[src/rtl/tfn_pkg.sv]
package tfn_pkg;

    localparam int COORD_WIDTH_DEF   = 16;
    localparam int OUT_FRAC_BITS_DEF = 14;

    localparam int NUM_LANES = 3;

    // per component flags that travel beside the data
    typedef struct packed {
        logic valid;
        logic neg;
        logic zero;
    } tfn_ctl_t;

endpackage

[src/rtl/tfn_merge.sv]
module tfn_merge #(
    parameter int OUT_FRAC_BITS = tfn_pkg::OUT_FRAC_BITS_DEF
) (
    input  logic                            clk,
    input  logic                            rst_n,
    input  logic                            en,
    input  logic [OUT_FRAC_BITS+1:0]        q [tfn_pkg::NUM_LANES],
    input  tfn_pkg::tfn_ctl_t               ctl [tfn_pkg::NUM_LANES],
    output logic                            valid,
    output logic signed [OUT_FRAC_BITS+1:0] nx,
    output logic signed [OUT_FRAC_BITS+1:0] ny,
    output logic signed [OUT_FRAC_BITS+1:0] nz
);

    localparam int OW = OUT_FRAC_BITS + 2;
    localparam int NL = tfn_pkg::NUM_LANES;

    logic          valid_reg;
    logic [OW-1:0] n_reg  [NL];
    logic [OW-1:0] n_next [NL];

    always_comb
    begin
        for (int i = 0; i < NL; i++)
        begin
            if (ctl[i].zero)
            begin
                n_next[i] = '0;
            end
            else if (ctl[i].neg)
            begin
                n_next[i] = OW'(-q[i]);
            end
            else
            begin
                n_next[i] = q[i];
            end
        end
    end

    always_ff @(posedge clk or negedge rst_n)
    begin
        if (!rst_n)
        begin
            valid_reg <= 1'b0;
        end
        else if (en)
        begin
            valid_reg <= ctl[0].valid;
        end
    end

    always_ff @(posedge clk)
    begin
        if (en)
        begin
            for (int i = 0; i < NL; i++)
            begin
                n_reg[i] <= n_next[i];
            end
        end
    end

    assign valid = valid_reg;
    assign nx    = n_reg[0];
    assign ny    = n_reg[1];
    assign nz    = n_reg[2];

endmodule

[config.mk]
export PLATFORM = sky130hd
export DESIGN_NAME = tfn_merge
export DESIGN_NICKNAME = d
export VERILOG_FILES = /design/src/rtl/tfn_pkg.sv /design/src/rtl/tfn_merge.sv
export SDC_FILE = /design/constraint.sdc
export NUM_CORES = 1
export LEC_CHECK = 0
export ABC_CLOCK_PERIOD_IN_PS = 1000
export BUFFER_PORTS_ARGS = -buffer_cell sky130_fd_sc_hd__buf_2
export CAP_MARGIN = 20
export CORE_MARGIN = 8
export CORE_UTILIZATION = 40
export CTS_CLUSTER_SIZE = 24
export DETAILED_ROUTE_END_ITERATION = 10
export PLACE_DENSITY = 0.64
export SYNTH_ARGS = -nofsm -noshare
export SYNTH_HDL_FRONTEND = slang
export SYNTH_SLANG_ARGS = --single-unit
[constraint.sdc]
create_clock -name clk -period 1 [get_ports clk]
set_clock_uncertainty 0.2 [all_clocks]
set_input_delay 0.1 -clock clk [delete_from_list [all_inputs] [get_ports clk]]
set_output_delay 0.1 -clock clk [all_outputs]
set_load 0.01 [all_outputs]
Yosys cells after proc, flatten, opt, wreduce, memory -nomap -nowiden
Memories as Yosys holds them, arrays and structs flattened. Cells that the tools add are included.

Flip-flop bits (word level): 1. RAM bits: 48. Output and inout bits: 49. Logic and storage cells: 13. Memories kept: 1.

$add $sub $neg: 3. Multiplexer cells: 8.

Memories: n_reg (words 3, bits a word 16, rd ports 3, clocked after Yosys merged registers in 0, wr ports 3, line tfn_merge.sv:19) `logic [OW-1:0] n_reg [NL];`.

Operators with widths (count): 2-to-1 mux 16 bit (6); negation 16 bit (3); 2-to-1 mux 1 bit (2).

Depth between registers and ports, before layout
Gate-level depths: netlist of run 1.

Depth after elaboration: 3. Depth in mapped cells: 7.

Worst setup path before layout of run 1
Ideal clock, no wire load.

Path kind: input-to-reg. Start: input port q[38] (netlist bit). End: memory n_reg[0][15] (netlist bit), data pin. Setup time: 0.262 ns. Arrival time: 1.635 ns. Slack: -1.097 ns. Cell stages on the path: 4. Path buffers: 0. Path through: or4_4 > or3_4 > o41ai_2 > mux2_1.

RTL lines: from (decl) (line tfn_merge.sv:7) `input logic [OUT_FRAC_BITS+1:0] q [tfn_pkg::NUM_LANES],`; to (decl) (line tfn_merge.sv:19).

==> flow_metrics.py, run 1 <==
metrics = {
    "drt": {
        "drc": 0,
        "drt.antenna.violating_nets": 0,
        "drt-initial-drc-count": 103,
        "wl_met1_mm": 3.18,
        "routed_via_density": 5.14,
        "wl_met3_um": 504,
        "routedWlPerCell_um": 17.2,
        "vias": 2721,
        "wl_met2_mm": 5.24,
        "highest_layer": "met4",
        "first_pass_iters": 4,
        "wl_mm": 9.10,
    },
    "global_route": {
        "grt-ovfl-total": 0,
        "antenna_found_initial": 0,
        "grt_pass1_wl_mm": 14.3,
        "grt_max_degree": 32,
        "track_usage_pct": 18.1,
        "first_global_vias": 3022,
    },
    "synthesis": {
        "synthArstFlopShare_pct": 2.04,
        "avgSynthCellArea_um2": 11.1,
        "synth_top_area_share_pct": 52.8,
        "ys_ff_latch": 49,
        "synthFlopType": "edfxtp_1",
        "synth_cells": 245,
        "syn-cell-area_um2": 2730,
        "netlist_top_cells_count": "48 x edfxtp_1, 48 x nor2_1, 29 x xor2_1, 13 x o31ai_1, 11 x o41ai_1",
        "ys.warnings.count": 0,
        "synth_edf_count": 48,
        "ys_top_cells_by_area": "edfxtp_1 53%, xor2_1 9.3%, nor2_1 6.6%",
        "yosysTopAreaCell": "edfxtp_1",
        "ys_types": 31,
        "syn_nets": 308,
        "seq_area_frac_synth_pct": 53.7,
    },
    "flow_run": {
        "cap_violations": 0,
    },
    "die": {
        "top_level_ports": 109,
        "die_area_um2": 9720,
        "die_y_um": 98.6,
        "start_util_pct": 40.9,
        "rows": 30,
        "die_w_um": 98.6,
        "coreArea_um2": 6680,
    },
    "sta": {
        "final.min_clock_period_ns": 1.81,
        "timing.fmax_mhz": 553,
        "timing.hold.ws_ns": -0.0618,
        "hold_violations": 4,
        "finalMaxSlewViolations": 0,
        "finalCritPeriodShare_pct": 181,
        "tightest_slew_ns": 0.319,
        "tns_ns": -24.48,
        "rsz0062_at_grt": "yes",
        "finalWorstSetupSlack_ns": -0.807,
        "finalSetupViolCount": 90,
        "slew_headroom_pct": 78.6,
    },
    "place": {
        "post_dp_cell_area_um2": 4330,
        "gp_congestion": 0.838,
        "pre_cts_ws_ns": -1.26,
        "port_buffers": 106,
        "dp_hpwl_mm": 6.34,
        "place_inst": 500,
    },
    "cts": {
        "numCtsBuffers": 5,
        "root_buffer": "clkbuf_8",
        "clkSlewWorstSetupHoldPaths_ns": 0.09,
        "tritoncts": "yes",
        "clkSinkCount": 49,
        "cts_max_path_buffers": 2,
        "h-tree-depth": 2,
        "clk_latency_ns": 0.30,
    },
    "cells_and_area": {
        "nets": 511,
        "n_fill_cell": 427,
        "finalInstanceArea_um2": 5200,
        "antenna_cells": 0,
        "largest_register_ffs": 48,
        "final_cells": 529,
        "layout-drive-gt1-share_pct": 65.5,
        "area_growth_pct": 90.5,
    },
    "worst_setup_path": {
        "cp_slowest_stage_delay_ns": 0.54,
        "cp_cell_sequence": "buf_6, or4_4, or3_4, o41ai_4, mux2_1",
        "worst_ep_arrival_time_ns": 1.67,
        "crit_buf_inv": 1,
        "worstPathRequired_ns": 0.86,
        "rrSetupSlack_ns": -0.06,
        "startpoint_type": "input port",
        "slowest_stage": "or4_4",
        "crit_fanout": 2,
        "path_class": "in2reg",
        "critPathTopFamily": "simple AND/OR/NAND/NOR gates",
        "crit_path_end_kind": "register",
    },
    "pwr": {
        "p_leak_nw": 2.27,
        "power.density_nw_per_um2": 1070,
        "ir_drop_v": 0.000637,
    },
    "min_path": {
        "hold_path.class": "in2reg",
    },
    "status": {
        "outcome": "finished with violations",
        "violations": "hold timing, setup timing",
    },
}
layout make-up:
| type | count | area (um^2) | area share [%] |
|---|---|---|---|
| multi-input cells | 176 | 1830 | 35.1 |
| repair buffers | 209 | 1620 | 31.1 |
| flip-flops and latches | 49 | 1470 | 28.2 |
| well taps | 80 | 100 | 1.92 |
| inverters | 7 | 81.3 | 1.56 |
| clock buffers | 5 | 68.8 | 1.32 |
| clock inverters | 3 | 41.3 | 0.794 |
cell families (layout without fill, tap and decap cells):
group / Yosys count / in the layout / synth area share, %
DFF: 49 / 49 / 53.7
buffers and inverters: 20 / 224 / 2.75
adders and majority gates: 3 / 3 / 1.38
and+or+nand+nor: 90 / 90 / 16.6
muxes: 11 / 11 / 4.40
AOI/OAI and AO/OA: 38 / 38 / 10.3
xor gates and xnor gates: 34 / 34 / 10.9
worst register-to-register path: cells and delay by family, from the launching register on:
family                 cells  cell delay (ns)
buffers and inverters      1             0.11
multiplexers               1             0.25
flip-flops                 1             0.39
cell usage in the layout (no fill, tap or decap), types with 2 or more instances in the layout:
master         instances
xnor2_1                4
nand2b_4               3
or3_1                  2
o41ai_4               11
a21oi_2                2
or3_4                  9
buf_8                  6
mux2_2                 2
dlygate4sd3_1          4
o31ai_4               13
ha_4                   3
edfxtp_1              48
mux2_4                 5
buf_2                 88
mux2i_1                3
inv_8                  2
clkbuf_8               5
or4_4                  6
inv_12                 3
buf_12                 7
xor2_1                29
buf_6                 33
a31oi_4                2
nor2_1                48
nor2b_1                8
or2_2                  3
o21ai_2                6
nand2_2                3
buf_4                 71
per-layer routing:
metal | track usage (%) | vias to the layer above
li1 | - | 1305
met1 | 17.5 | 1311
met2 | 35.6 | 89
met3 | 4.93 | 16
met4 | 6.02 | 0
met5 | 0 | -
repair_timing:
item                                    in CTS  in global routing
hold buffers                                 3                  1
setup buffers                               11                 10
pin swaps                                   58                 48
resized for setup                           84                 20
hold endpoints to repair                     7                  4
endpoints found under the setup margin      89                 91
path summary, 6_finish.rpt:
check | depth (start not counted) | endpoint | startpoint
setup reg to reg | 2 | valid | valid
min in group asynchronous | 3 | valid | rst_n
max in group asynchronous | 3 | valid | rst_n
hold / removal | 3 | n_reg[0][17] | q[17]
setup / recovery | 5 | n_reg[0][15] | q[39]
hold reg to reg | 2 | valid | valid
where the power goes:
| part | internal [mW] | leakage, nW | total, mW | switching [mW] |
|---|---|---|---|---|
| registers | 2.47 | 0.474 | 2.52 | 0.0511 |
| logic | 0.837 | 1.75 | 1.62 | 0.788 |
| clock network | 0.738 | 0.0518 | 1.44 | 0.703 |
stage by stage:
| stage | util (%) | power, mW |
|---|---|---|
| after global placement | 64.9 | 3.86 |
| after detailed placement | 64.9 | 3.89 |
| after floorplan | - | 3.15 |
| final | 77.8 | 5.59 |
| after CTS | 75.4 | 5.53 |
| after global routing | 77.8 | 5.81 |
Note: power is estimated with default switching activity, not from simulation.
==> inputs of run 2 (changes only) <==
CELL_PAD_IN_SITES_DETAIL_PLACEMENT = 2   (was unset)
CELL_PAD_IN_SITES_GLOBAL_PLACEMENT = 2   (was unset)
CORE_UTILIZATION = 29   (was 40)
PLACE_DENSITY = 0.75   (was 0.64)
==> run 2 against run 1 <==
Effect of this change: the run still ends with hold timing, setup timing left; utilization decreased by 19 points; register-to-register slack got worse by 0.07 ns; sequential share of layout area decreased by 1.1 points; critical path depth unchanged; final cell count increased by 6.0%; combinational power increased by 15%; hold slack improved by 0.0097 ns; global-route usage increased by 2.8 points; die area increased by 31%; clock power increased by 26%; largest power group unchanged.
==> flow_metrics.py, run 2 (synthesis gave the netlist of run 1 again) <==
metrics = {
    "die": {
        "die_w_um": 113,
        "coreArea_um2": 9200,
        "die_y_um": 113,
        "die_area_um2": 12800,
        "rows": 35,
        "start_util_pct": 29.7,
        "top_level_ports": 109,
    },
    "pwr": {
        "finalPower_mw": 6.23,
        "power.density_nw_per_um2": 1150,
        "p_leak_nw": 2.35,
        "ir_drop_v": 0.000625,
    },
    "global_route": {
        "grt_max_degree": 31,
        "grt-ovfl-total": 0,
        "first_global_vias": 3388,
        "antenna_found_initial": 0,
        "grt_pass1_wl_mm": 20.5,
        "track_usage_pct": 20.9,
    },
    "cts": {
        "h-tree-depth": 2,
        "root_buffer": "clkbuf_8",
        "numCtsBuffers": 5,
        "clkSinkCount": 49,
        "cts-hold-fix-buffers": 3,
        "clkSlewWorstSetupHoldPaths_ns": 0.12,
        "cts_max_path_buffers": 2,
        "clk_latency_ns": 0.32,
        "tritoncts": "yes",
    },
    "cells_and_area": {
        "area_growth_pct": 97.9,
        "layout_commonest_cell": "buf_2",
        "finalInstanceArea_um2": 5400,
        "nets": 512,
        "antenna_cells": 0,
        "largest_register_ffs": 48,
        "layout-drive-gt1-share_pct": 67.3,
        "most-common-layout-cells": "86 x buf_2, 68 x buf_4, 48 x nor2_1, 48 x edfxtp_1, 42 x buf_6",
        "fin_util_pct": 58.7,
    },
    "place": {
        "post_dp_cell_area_um2": 4370,
        "gp_congestion": 0.779,
        "port_buffers": 106,
        "dp_hpwl_mm": 8.00,
    },
    "worst_setup_path": {
        "worstPathRequired_ns": 0.87,
        "cp_cell_sequence": "buf_8, or4_4, or3_4, o41ai_4, mux2_4",
        "slowest_stage": "or4_4",
        "path_class": "in2reg",
        "cp_slowest_stage_delay_ns": 0.53,
        "crit_fanout": 2,
        "startpoint_type": "input port",
        "worst_ep_arrival_time_ns": 1.67,
        "crit_path_end_kind": "register",
    },
    "status": {
        "violations": "hold timing, setup timing",
        "outcome": "finished with violations",
    },
    "drt": {
        "routedWlPerCell_um": 27.8,
        "wl_met2_mm": 8.97,
        "drt.antenna.violating_nets": 0,
        "wl_met1_mm": 5.47,
        "wl_mm": 15.6,
        "highest_layer": "met4",
        "first_pass_iters": 4,
        "routed_via_density": 5.21,
        "drt-initial-drc-count": 106,
        "vias": 2922,
        "drc": 0,
        "wl_met3_um": 727,
    },
    "sta": {
        "finalCritPeriodShare_pct": 180,
        "tns_ns": -28.82,
        "finalMaxSlewViolations": 0,
        "timing.hold.ws_ns": -0.0521,
        "slew_headroom_pct": 74.5,
        "rsz0062_at_grt": "yes",
        "timing.fmax_mhz": 555,
        "finalSetupViolCount": 92,
        "finalWorstSetupSlack_ns": -0.802,
        "final.min_clock_period_ns": 1.80,
        "tightest_slew_ns": 0.382,
        "hold_violations": 2,
    },
    "flow_run": {
        "cap_violations": 0,
    },
    "min_path": {
        "hold_path.class": "in2reg",
    },
}
run 2: cell types whose count changed in the layout (fill, tap and decap cells not counted), sizes merged:
cell         previous run  this run
clkbuf                  5         6
bufinv                  1         2
inv                     7         8
dlygate4sd3             4         3
clkinv                  1         0
clkinvlp                1         0
buf                   205       206
run 2: worst paths after layout:
kind,to,cells after the start,start,slack (ns)
max in group asynchronous,valid,3,rst_n,0.09
hold / removal,valid,2,en,-0.05
min in group asynchronous,valid,3,rst_n,0.40
hold reg to reg,valid,2,valid,0.49
setup / recovery,n_reg[0][15],5,q[40],-0.80
setup reg to reg,valid,2,valid,-0.13
run 2: metrics by stage:
step | setup WS [ns] | instances | hold WS, ns
after floorplan | -1.10 | 245 | -0.396
after global placement | -1.21 | 529 | -0.324
after CTS | -0.784 | 550 | -0.0675
final | -0.802 | 561 | -0.0521
after detailed placement | -1.25 | 529 | -0.324
after global routing | -0.823 | 561 | -0.0506
run 2: layer usage:
metal  track usage (%)  up-vias
met5                 0        -
met1              21.1     1480
met2              41.9      111
li1                  -     1298
met3              4.31       33
met4              5.68        0
run 2: layout make-up:
class / instances / area (um^2)
Inverter: 7 / 81.3
Sequential cell: 49 / 1470
Fill cell: 857 / 3790
Tap cell: 111 / 139
Multi-Input combinational cell: 176 / 1920
Clock inverter: 3 / 68.8
Clock buffer: 5 / 68.8
Timing Repair Buffer: 210 / 1660
run 2: repair_timing:
| action | in CTS | in global routing |
|---|---|---|
| buffers inserted | 14 | 14 |
| pin swaps | 55 | 39 |
| endpoints found under the setup margin | 90 | 90 |
| gates cloned | 0 | 1 |
| gates resized for setup | 81 | 40 |
| hold endpoints to repair | 7 | 4 |
run 2: where the power goes:
group | internal (mW) | leakage, nW | switching (mW)
Clock | 1.01 | 0.0687 | 0.802
Combinational | 0.885 | 1.81 | 0.976
Sequential | 2.47 | 0.474 | 0.0781
Total | 4.37 | 2.35 | 1.86
run 2: worst max-delay path: cells and delay by family:
family                 cells  cell delay, ns
and+or+nand+nor            2            0.89
muxes                      1            0.33
AOI/OAI and AO/OA          1            0.25
buffers and inverters      1            0.10
==> inputs of run 3 (changes only) <==
REMOVE_ABC_BUFFERS = 1   (was unset)
SLEW_MARGIN = 15   (was unset)
==> run 3 against run 2 <==
Effect of this change: the flow still finishes with violations (hold timing, setup timing); via count decreased by 5.1%; non-clock buffer count down 4; die area unchanged; hold slack better by 0.0061 ns; critical path depth rose by 3; utilization down 0.99 points; final cell count decreased by 0.71%; sequential power about the same; sequential cell count is the same; total power down 2.0%; combinational power is 3% lower; setup slack better by 0.0020 ns; critical path type unchanged.
==> flow_metrics.py, run 3 (synthesis gave the netlist of run 1 again) <==
metrics = {
    "status": {
        "outcome": "finished with violations",
        "violations": "hold timing, setup timing",
    },
    "drt": {
        "drt.antenna.violating_nets": 0,
        "routedWlPerCell_um": 26.6,
        "drc": 0,
        "highest_layer": "met4",
        "wl_mm": 14.8,
        "first_pass_iters": 4,
        "vias": 2772,
        "wl_met3_um": 578,
        "wl_met2_mm": 8.80,
        "wl_met1_mm": 5.14,
        "routed_via_density": 4.98,
        "drt-initial-drc-count": 57,
    },
    "min_path": {
        "hold_path.class": "in2reg",
        "whs_path_depth": 3,
        "min_to": "n_reg[0][24]",
        "min_from": "q[24]",
    },
    "sta": {
        "slew_headroom_pct": 73.3,
        "finalWorstSetupSlack_ns": -0.800,
        "tns_ns": -27.98,
        "tightest_slew_ns": 0.397,
        "timing.hold.ws_ns": -0.0459,
        "rsz0062_at_grt": "yes",
        "finalMaxSlewViolations": 0,
        "hold_violations": 6,
        "final.min_clock_period_ns": 1.80,
        "timing.fmax_mhz": 555,
        "finalSetupViolCount": 89,
        "finalCritPeriodShare_pct": 180,
    },
    "global_route": {
        "first_global_vias": 3363,
        "antenna_found_initial": 0,
        "track_usage_pct": 19.4,
        "grt_max_degree": 18,
        "grt-ovfl-total": 0,
        "grt_pass1_wl_mm": 19.2,
    },
    "cts": {
        "root_buffer": "clkbuf_8",
        "clkSinkCount": 49,
        "cts-hold-fix-buffers": 4,
        "clk_latency_ns": 0.32,
        "cts_max_path_buffers": 2,
        "clkSlewWorstSetupHoldPaths_ns": 0.10,
        "numCtsBuffers": 5,
        "tritoncts": "yes",
        "h-tree-depth": 2,
    },
    "worst_setup_path": {
        "crit_buf_inv": 3,
        "cp_slowest_stage_delay_ns": 0.44,
        "path_class": "in2reg",
        "r2r_start": "valid",
        "slowest_stage": "or3b_4",
        "startpoint_type": "input port",
        "critPathTopFamily": "simple AND/OR/NAND/NOR gates",
        "crit_path_end_kind": "register",
        "cp_cell_sequence": "buf_8, inv_6, ha_4, or3b_4, buf_6, o31ai_4, xor2_1, nor2_1",
        "rr_endpoint": "valid",
        "crit_cells": 8,
        "worst_ep_arrival_time_ns": 1.67,
        "worst_r2r_path_depth": 1,
        "crit_fanout": 4,
        "worstPathRequired_ns": 0.87,
        "rrSetupSlack_ns": -0.02,
    },
    "cells_and_area": {
        "area_growth_pct": 94.5,
        "layout-drive-gt1-share_pct": 67.0,
        "nets": 508,
        "most-common-layout-cells": "78 x buf_2, 72 x buf_4, 48 x nor2_1, 48 x edfxtp_1, 37 x buf_6",
        "n_fill_cell": 865,
        "antenna_cells": 0,
        "largest_register_ffs": 48,
        "layout_commonest_cell": "buf_2",
        "ff_latch_area_um2": 1470,
        "final_cells": 557,
        "multi_input_area_um2": 1880,
    },
    "place": {
        "dp_hpwl_mm": 7.76,
        "gp_congestion": 0.800,
        "pre_cts_ws_ns": -1.32,
        "port_buffers": 106,
        "place_inst": 519,
    },
    "die": {
        "rows": 35,
        "die_area_um2": 12800,
        "top_level_ports": 109,
        "die_w_um": 113,
        "die_y_um": 113,
        "start_util_pct": 29.7,
        "coreArea_um2": 9200,
    },
    "pwr": {
        "ir_drop_v": 0.000645,
        "p_leak_nw": 2.32,
        "power.density_nw_per_um2": 1150,
    },
    "flow_run": {
        "cap_violations": 0,
    },
}
## run 3: worst max path at each step
stage / startpoint / to / slack (ns)
detailed placement: q[38] / n_reg[0][15] / -1.32
CTS: q[40] / n_reg[0][15] / -0.80
finish: q[32] / n_reg[0][10] / -0.80
global route: q[32] / n_reg[0][10] / -0.81
global placement: q[38] / n_reg[0][15] / -1.25
floorplan: q[38] / n_reg[0][15] / -1.10
## run 3: where the power goes
group	switching (mW)	total, mW	internal [mW]
clock network	0.745	1.74	0.995
logic	0.929	1.80	0.873
registers	0.0838	2.56	2.48
total	1.76	6.10	4.34
## run 3: layout make-up
type                       instances  share of cell area (%)
clock buffer                       5                    1.30
clock inverter                     3                    1.22
inverter                           7                   0.825
multi-input combinational        176                    35.5
sequential                        49                    27.6
tap                              111                    2.61
timing repair buffer             206                    31.0
## run 3: repair_timing
action,in CTS,in global routing
endpoints found under the setup margin,88,92
setup buffers,11,19
resized for setup,156,43
pin swaps,61,52
endpoints found under the hold margin,15,7
## run 3: per-layer routing
| layer | up-vias | global-route usage (%) |
|---|---|---|
| li1 | 1291 | - |
| met1 | 1385 | 19.1 |
| met2 | 75 | 40.2 |
| met3 | 21 | 3.89 |
| met4 | 0 | 3.55 |
| met5 | - | 0 |
## run 3: per-stage QoR
| step | power (mW) | area (um^2) | util, % |
|---|---|---|---|
| final | 6.10 | 5310 | 57.8 |
| after global routing | 6.30 | 5310 | 57.8 |
| after CTS | 5.85 | 4980 | 54.2 |
| after detailed placement | 3.77 | 3910 | 42.6 |
| after global placement | 3.70 | 3910 | 42.6 |
| after floorplan | 2.99 | 2680 | - |
## run 3: tightest hold or removal path: stages
cell,delay [ns]
buf_6,0.09
xor2_1,0.07
nor2_1,0.09
